`src/hdl/ptsc_pkg.sv`:
```
// Shared types, codes and the phase transition rules of the per-thread sequence checker.
// No dependencies; every other file of the block imports this package.
`default_nettype none

package ptsc_pkg;

   localparam int THREAD_SLOTS_DEFAULT = 32768;
   localparam int TID_W  = 22;
   localparam int TIME_W = 64;
   localparam int RSP_W  = TID_W + TIME_W;

   typedef logic [3:0] phase_type;
   typedef logic [3:0] kind_type;

   // Phase codes kept in the table.
   localparam phase_type PHASE_IDLE       = 4'd0;
   localparam phase_type PHASE_IOCTL      = 4'd1;

   // Event kinds.
   localparam kind_type KIND_IOCTL        = 4'd0;
   localparam kind_type KIND_COMMAND      = 4'd1;
   localparam kind_type KIND_TXN          = 4'd2;
   localparam kind_type KIND_WRITE_DONE   = 4'd3;
   localparam kind_type KIND_WAIT_WORK    = 4'd4;
   localparam kind_type KIND_TXN_RECV     = 4'd5;
   localparam kind_type KIND_RETURN       = 4'd6;
   localparam kind_type KIND_READ_DONE    = 4'd7;
   localparam kind_type KIND_IOCTL_END    = 4'd8;
   localparam kind_type KIND_EXIT         = 4'd9;

   // Bit p of entry k is set when phase p may precede event kind k.
   // Padding phases above read_done are never set.
   localparam logic [15:0] ALLOWED_FROM [16] = '{
      16'h0000,   // ioctl: forced
      16'h000E,   // command    <- ioctl, command, txn
      16'h0004,   // txn        <- command
      16'h000C,   // write_done <- command, txn
      16'h0012,   // wait_work  <- ioctl, write_done
      16'h00A0,   // txn_recv   <- wait_work, return
      16'h00E0,   // return     <- wait_work, txn_recv, return
      16'h00A0,   // read_done  <- wait_work, return
      16'h0112,   // ioctl end  <- ioctl, write_done, read_done
      16'h0000, 16'h0000, 16'h0000, 16'h0000, 16'h0000, 16'h0000, 16'h0000
   };

   typedef struct packed {
      logic      wr;      // phase changes
      logic      bad;     // event refused
      phase_type phase;   // new phase when wr is set
   } step_type;

   // Occupancy of the result queue, reported to the control logic.
   typedef struct packed {
      logic [1:0] count;
   } rspq_status_type;

   function automatic step_type phase_step(kind_type kind, phase_type cur);
      step_type r;
      r = '0;
      unique case (kind)
         KIND_IOCTL: begin
            r.wr    = 1'b1;
            r.phase = PHASE_IOCTL;
         end
         KIND_EXIT: begin
            r.wr    = 1'b1;
            r.phase = PHASE_IDLE;
         end
         default: begin
            if (ALLOWED_FROM[kind][cur]) begin
               r.wr    = 1'b1;
               r.phase = (kind == KIND_IOCTL_END) ? PHASE_IDLE : phase_type'(kind + 4'd1);
            end else begin
               r.bad   = 1'b1;
            end
         end
      endcase
      return r;
   endfunction

endpackage

`default_nettype wire

```
`src/hdl/ptsc_rsp_queue.sv`:
```
// Two-entry queue that holds violation results until the result channel takes them.
// Depends on ptsc_pkg for the result width and the status struct.
`default_nettype none

module ptsc_rsp_queue (
   input  wire                         clock,
   input  wire                         reset,
   input  wire                         push,
   input  wire  [ptsc_pkg::RSP_W-1:0]  push_data,
   output logic                        rsp_tvalid,
   input  wire                         rsp_tready,
   output logic [ptsc_pkg::RSP_W-1:0]  rsp_data,
   output ptsc_pkg::rspq_status_type   status
);
   import ptsc_pkg::*;

   logic [RSP_W-1:0] entry_ff [2];
   logic             wr_ptr_ff, wr_ptr_in;
   logic             rd_ptr_ff, rd_ptr_in;
   logic [1:0]       count_ff, count_in;
   logic             pop;

   assign pop        = rsp_tvalid & rsp_tready;
   assign wr_ptr_in  = wr_ptr_ff ^ push;
   assign rd_ptr_in  = rd_ptr_ff ^ pop;
   assign count_in   = count_ff + {1'b0, push} - {1'b0, pop};

   always_ff @(posedge clock) begin
      if (reset) begin
         wr_ptr_ff <= 1'b0;
         rd_ptr_ff <= 1'b0;
         count_ff  <= 2'd0;
      end else begin
         wr_ptr_ff <= wr_ptr_in;
         rd_ptr_ff <= rd_ptr_in;
         count_ff  <= count_in;
      end
   end

   always_ff @(posedge clock) begin
      if (push) begin
         entry_ff[wr_ptr_ff] <= push_data;
      end
   end

   assign rsp_tvalid   = (count_ff != 2'd0);
   assign rsp_data     = entry_ff[rd_ptr_ff];
   assign status.count = count_ff;

endmodule

`default_nettype wire

```
`config.mk`:
```
export PLATFORM = sky130hd
export DESIGN_NAME = ptsc_rsp_queue
export DESIGN_NICKNAME = d
export VERILOG_FILES = /design/src/hdl/ptsc_pkg.sv /design/src/hdl/ptsc_rsp_queue.sv
export SDC_FILE = /design/constraint.sdc
export NUM_CORES = 1
export LEC_CHECK = 0
export BUFFER_PORTS_ARGS = -buffer_cell sky130_fd_sc_hd__buf_2
export CAP_MARGIN = 10
export CORE_MARGIN = 10
export CORE_UTILIZATION = 49
export CTS_BUF_LIST = sky130_fd_sc_hd__clkbuf_4 sky130_fd_sc_hd__clkbuf_8
export DETAILED_ROUTE_END_ITERATION = 10
export PLACE_DENSITY_LB_ADDON = 0.12
export REMOVE_ABC_BUFFERS = 1
export SLEW_MARGIN = 30
export SYNTH_ARGS = -nofsm -noshare
export SYNTH_HDL_FRONTEND = slang
export SYNTH_SLANG_ARGS = --single-unit
export TNS_END_PERCENT = 50
```
`constraint.sdc`:
```
create_clock -name clock -period 2.9 [get_ports clock]
set_input_delay 0 -clock clock [delete_from_list [all_inputs] [get_ports clock]]
set_output_delay 0 -clock clock [all_outputs]
set_load 0.01 [all_outputs]
```
==> impl_metrics.py <==
metrics = {
    "clock_network": {
        "numCtsBuffers": 17,
        "clock_tree.htree_level_count": 4,
        "worst_skew_pair.late_latency_ps": 440,
        "clk_pin_slew_ps": 80,
        "clock-root-buffer": "clkbuf_8",
        "cts-root-to-sink-buffers": 2,
        "post_cts_resized": 0,
        "cts_setup_buffers": 0,
        "clock_sinks": 176,
        "cts_hold_buf": 90,
        "tritoncts": "done",
    },
    "finish": {
        "fin_nets": 663,
        "stdcell_count": 758,
        "fill_cells": 949,
        "post_route_cells_drive_above_1_share": 0.5164,
        "area.growth.synth_to_final_pct": 36.70,
        "multi_input_combinational_cell_area_sq_mm": 0.001186,
        "sequential_cell_area_sq_mm": 0.005249,
    },
    "floorplanning": {
        "core_region_area_sq_mm": 0.01314,
        "die_w_um": 135.2,
        "start_util": 0.4951,
        "std_cell_rows": 42,
        "die_area_sq_mm": 0.01828,
        "num_io_pins": 179,
        "dieHeight_um": 135.2,
    },
    "detailed_routing": {
        "drt_pre_antenna_iters": 5,
        "detailedRoute.firstIterationViolations": 203,
        "routed_via_density": 4.765,
        "vias": 3612,
        "remaining_drc_errors": 0,
        "detailed_route_wire_length_per_cell_um": 17.63,
        "ant_nets": 0,
        "detail_route.wirelength_mm": 13.36,
    },
    "yosys": {
        "synth_fa_ha_area_frac": 0.007694,
        "synth_xor_area_frac": 0.003462,
        "yosys_warnings": 0,
        "synth_compound_area_frac": 0.001154,
        "mappedNetlistArea_sq_mm": 0.006505,
        "synth-simple-area-share": 0.004616,
        "synth_top_area_share": 0.7940,
        "syn_inst": 288,
        "yosysTopAreaCell": "edfxtp_1",
        "fraction_of_the_yosys_area_taken_by_sequential_cells": 0.8063,
        "synth_top_family_by_area": "multiplexers",
        "yosys_register_bits": 176,
        "post_synth_main_area_contributors": "edfxtp_1 79%, mux2_2 12%, mux2_4 4.4%, dfxtp_1 1.2%, ha_1 0.77%",
        "synth_cell_types": 15,
        "synth_area_per_cell_sq_um": 22.59,
        "post_synth_mux_area_share": 0.1616,
    },
    "sta": {
        "final_cycle_utilization_of_the_critical_path": 0.7390,
        "tightestPinTransition_ps": 614.8,
        "timing.slew.headroom": 0.5901,
        "setup-violations-final": 0,
        "hold_viol": 0,
        "grt_setup_unrepaired": "no",
        "max_freq_ghz": 0.4666,
        "finalWorstSetupSlack_ps": 757.0,
        "clock_skew_ps": 4.780,
        "final_count_of_pins_violating_max_slew": 0,
        "final_period_minus_worst_setup_slack_ps": 2143,
    },
    "pwr": {
        "internal_power_w": 0.004499,
        "power.sequential.fraction": 0.517,
        "static-leakage-power_nw": 3.404,
        "power.share.switching": 0.2479,
        "comb_power_share": 0.221,
        "p_switching_w": 0.001483,
        "cellPowerDensity_mw_per_mm2": 672.7,
        "vdd_ir_drop_max_uv": 402.7,
        "p_clk_frac": 0.261,
    },
    "setup_path": {
        "timing.critical_path.from_type": "register",
        "setup.worst_path.class": "reg -> out",
        "worst_setup_path_end_kind": "output port",
        "worst_path_max_delay_cell": "dfxtp_4",
        "reg2reg_setup_slack_ps": 1260,
        "worstPathRequired_ps": 2900,
        "cp_data_arrival_time_ps": 2140,
        "worstPathCellList": "buf_12 -> mux2_2 -> buf_2",
        "crit_path_max_fanout": 53,
        "cpPeakStageDelay_ps": 710,
    },
    "job": {
        "maxCapViolations": 0,
    },
    "status": {
        "outcome": "finished, final reports clean",
    },
    "grt": {
        "global_route.usage.met1": 0.1608,
        "number_of_global_route_vias_before_repair": 4003,
        "grt_util_met3": 0.06639,
        "grt_antenna_before_repair": 1,
        "grt_pass1_wl_mm": 20.89,
        "grt_start_max_net_pins": 54,
        "global_route.peak_usage_layer": "met2",
        "gr_ovfl_total": 0,
        "grt.met2_usage": 0.2509,
        "gr-usage-all-layers": 0.1495,
    },
    "place": {
        "dp.final_hpwl_mm": 8.702,
        "placement.io_buffers": 178,
        "cell_count_after_placement": 636,
        "gp_congestion": 0.7393,
        "pre_cts_slack_ps": 1219,
    },
    "hold_path": {
        "holdCritPathClass": "in -> reg",
    },
}
[flip-flops by register name, indices dropped and copies added, names as in the netlist]
| register | flops |
|---|---|
| status | 2 |
| entry_ff | 172 |
| wr_ptr_ff | 1 |
| rd_ptr_ff | 1 |
[path summary, 6_finish.rpt]
kind,end,startpoint,depth (start not counted)
max,rsp_data[2],rd_ptr_ff,3
min,entry_ff[1][17],push_data[17],2
max reg2reg,rd_ptr_ff,rd_ptr_ff,3
min reg2reg,status[1],status[1],2
[routing by layer]
metal / up-vias / share of wire
met4: 0 / 0.023
met5: - / 0
met1: 1756 / 0.38
li1: 1701 / -
met2: 134 / 0.51
met3: 21 / 0.089
[logic make-up after synthesis]
family                   Yosys count
adder cells (fa/ha/maj)            4
XOR/XNOR                           1
buffers and inverters             13
AO/OA/AOI/OAI                      1
AND/OR/NAND/NOR                    6
multiplexers                      87
flip-flops                       176
[area by class of cell]
class | instances | share of cell area
Inverter | 3 | 0.001266
Sequential cell | 176 | 0.5903
Antenna cell | 1 | 0.0002814
Timing Repair Buffer | 272 | 0.2091
Multi-Input combinational cell | 99 | 0.1334
Clock buffer | 22 | 0.03053
Clock inverter | 9 | 0.01041
Tap cell | 176 | 0.02476
[metrics by stage]
step           power (W)  setup TNS [ps]  hold WS, ps  instance area, sq um  utilization
6_report        0.005982               0        269.8                  8892       0.6769
5_1_grt         0.006257               0        243.7                  8892       0.6769
4_1_cts         0.006054               0        236.9                  8890       0.6767
3_5_place_dp    0.004399               0        191.5                  7625       0.5804
3_3_place_gp    0.004378               0        187.5                  7625       0.5804
2_1_floorplan   0.003919           -1973        66.69                  6417            -
[cells in the final DEF (no fill, tap or decap)]
master         Yosys  final
mux2_2            68     68
nor2b_1            2      2
o21a_1             1      1
buf_4              0      1
buf_2              6    178
clkbuf_8           0     17
dfxtp_1            4      3
ha_1               4      2
clkinv_2           0      2
edfxtp_1         172    172
clkinv_1           0      4
xnor3_1            1      1
buf_12             1      3
dlygate4sd3_1      0     90
or2_2              1      1
mux2_4            19     19
dfxtp_4            0      1
ha_4               0      2
inv_1              3      3
nor2_1             3      3
bufinv_16          0      2
clkbuf_4           0      5
diode_2            0      1
clkinvlp_4         0      1
[worst max-delay path: cells and delay by family (launching register included)]
kind                   cells  cell delay (ps)
muxes                      1              390
buffers and inverters      2              500
DFF                        1              710
[cells in the mapped netlist]
master    number
ha_1           4
nor2_1         3
mux2_2        68
buf_2          6
buf_8          1
edfxtp_1     172
dfxtp_1        4
mux2_4        19
or2_2          1
nor2b_1        2
buf_6          2
o21a_1         1
inv_1          3
buf_12         1
xnor3_1        1
[power groups by stage]
stage	sequential [W]	clock (W)	combinational (W)
6_report	0.00309	0.00156	0.00132
5_1_grt	0.00312	0.00171	0.00143
4_1_cts	0.00310	0.00161	0.00135
3_5_place_dp	0.00315	0	0.00124
3_3_place_gp	0.00314	0	0.00123
2_1_floorplan	0.00319	0	0.000727
Note: power is estimated with default switching activity, not from simulation.
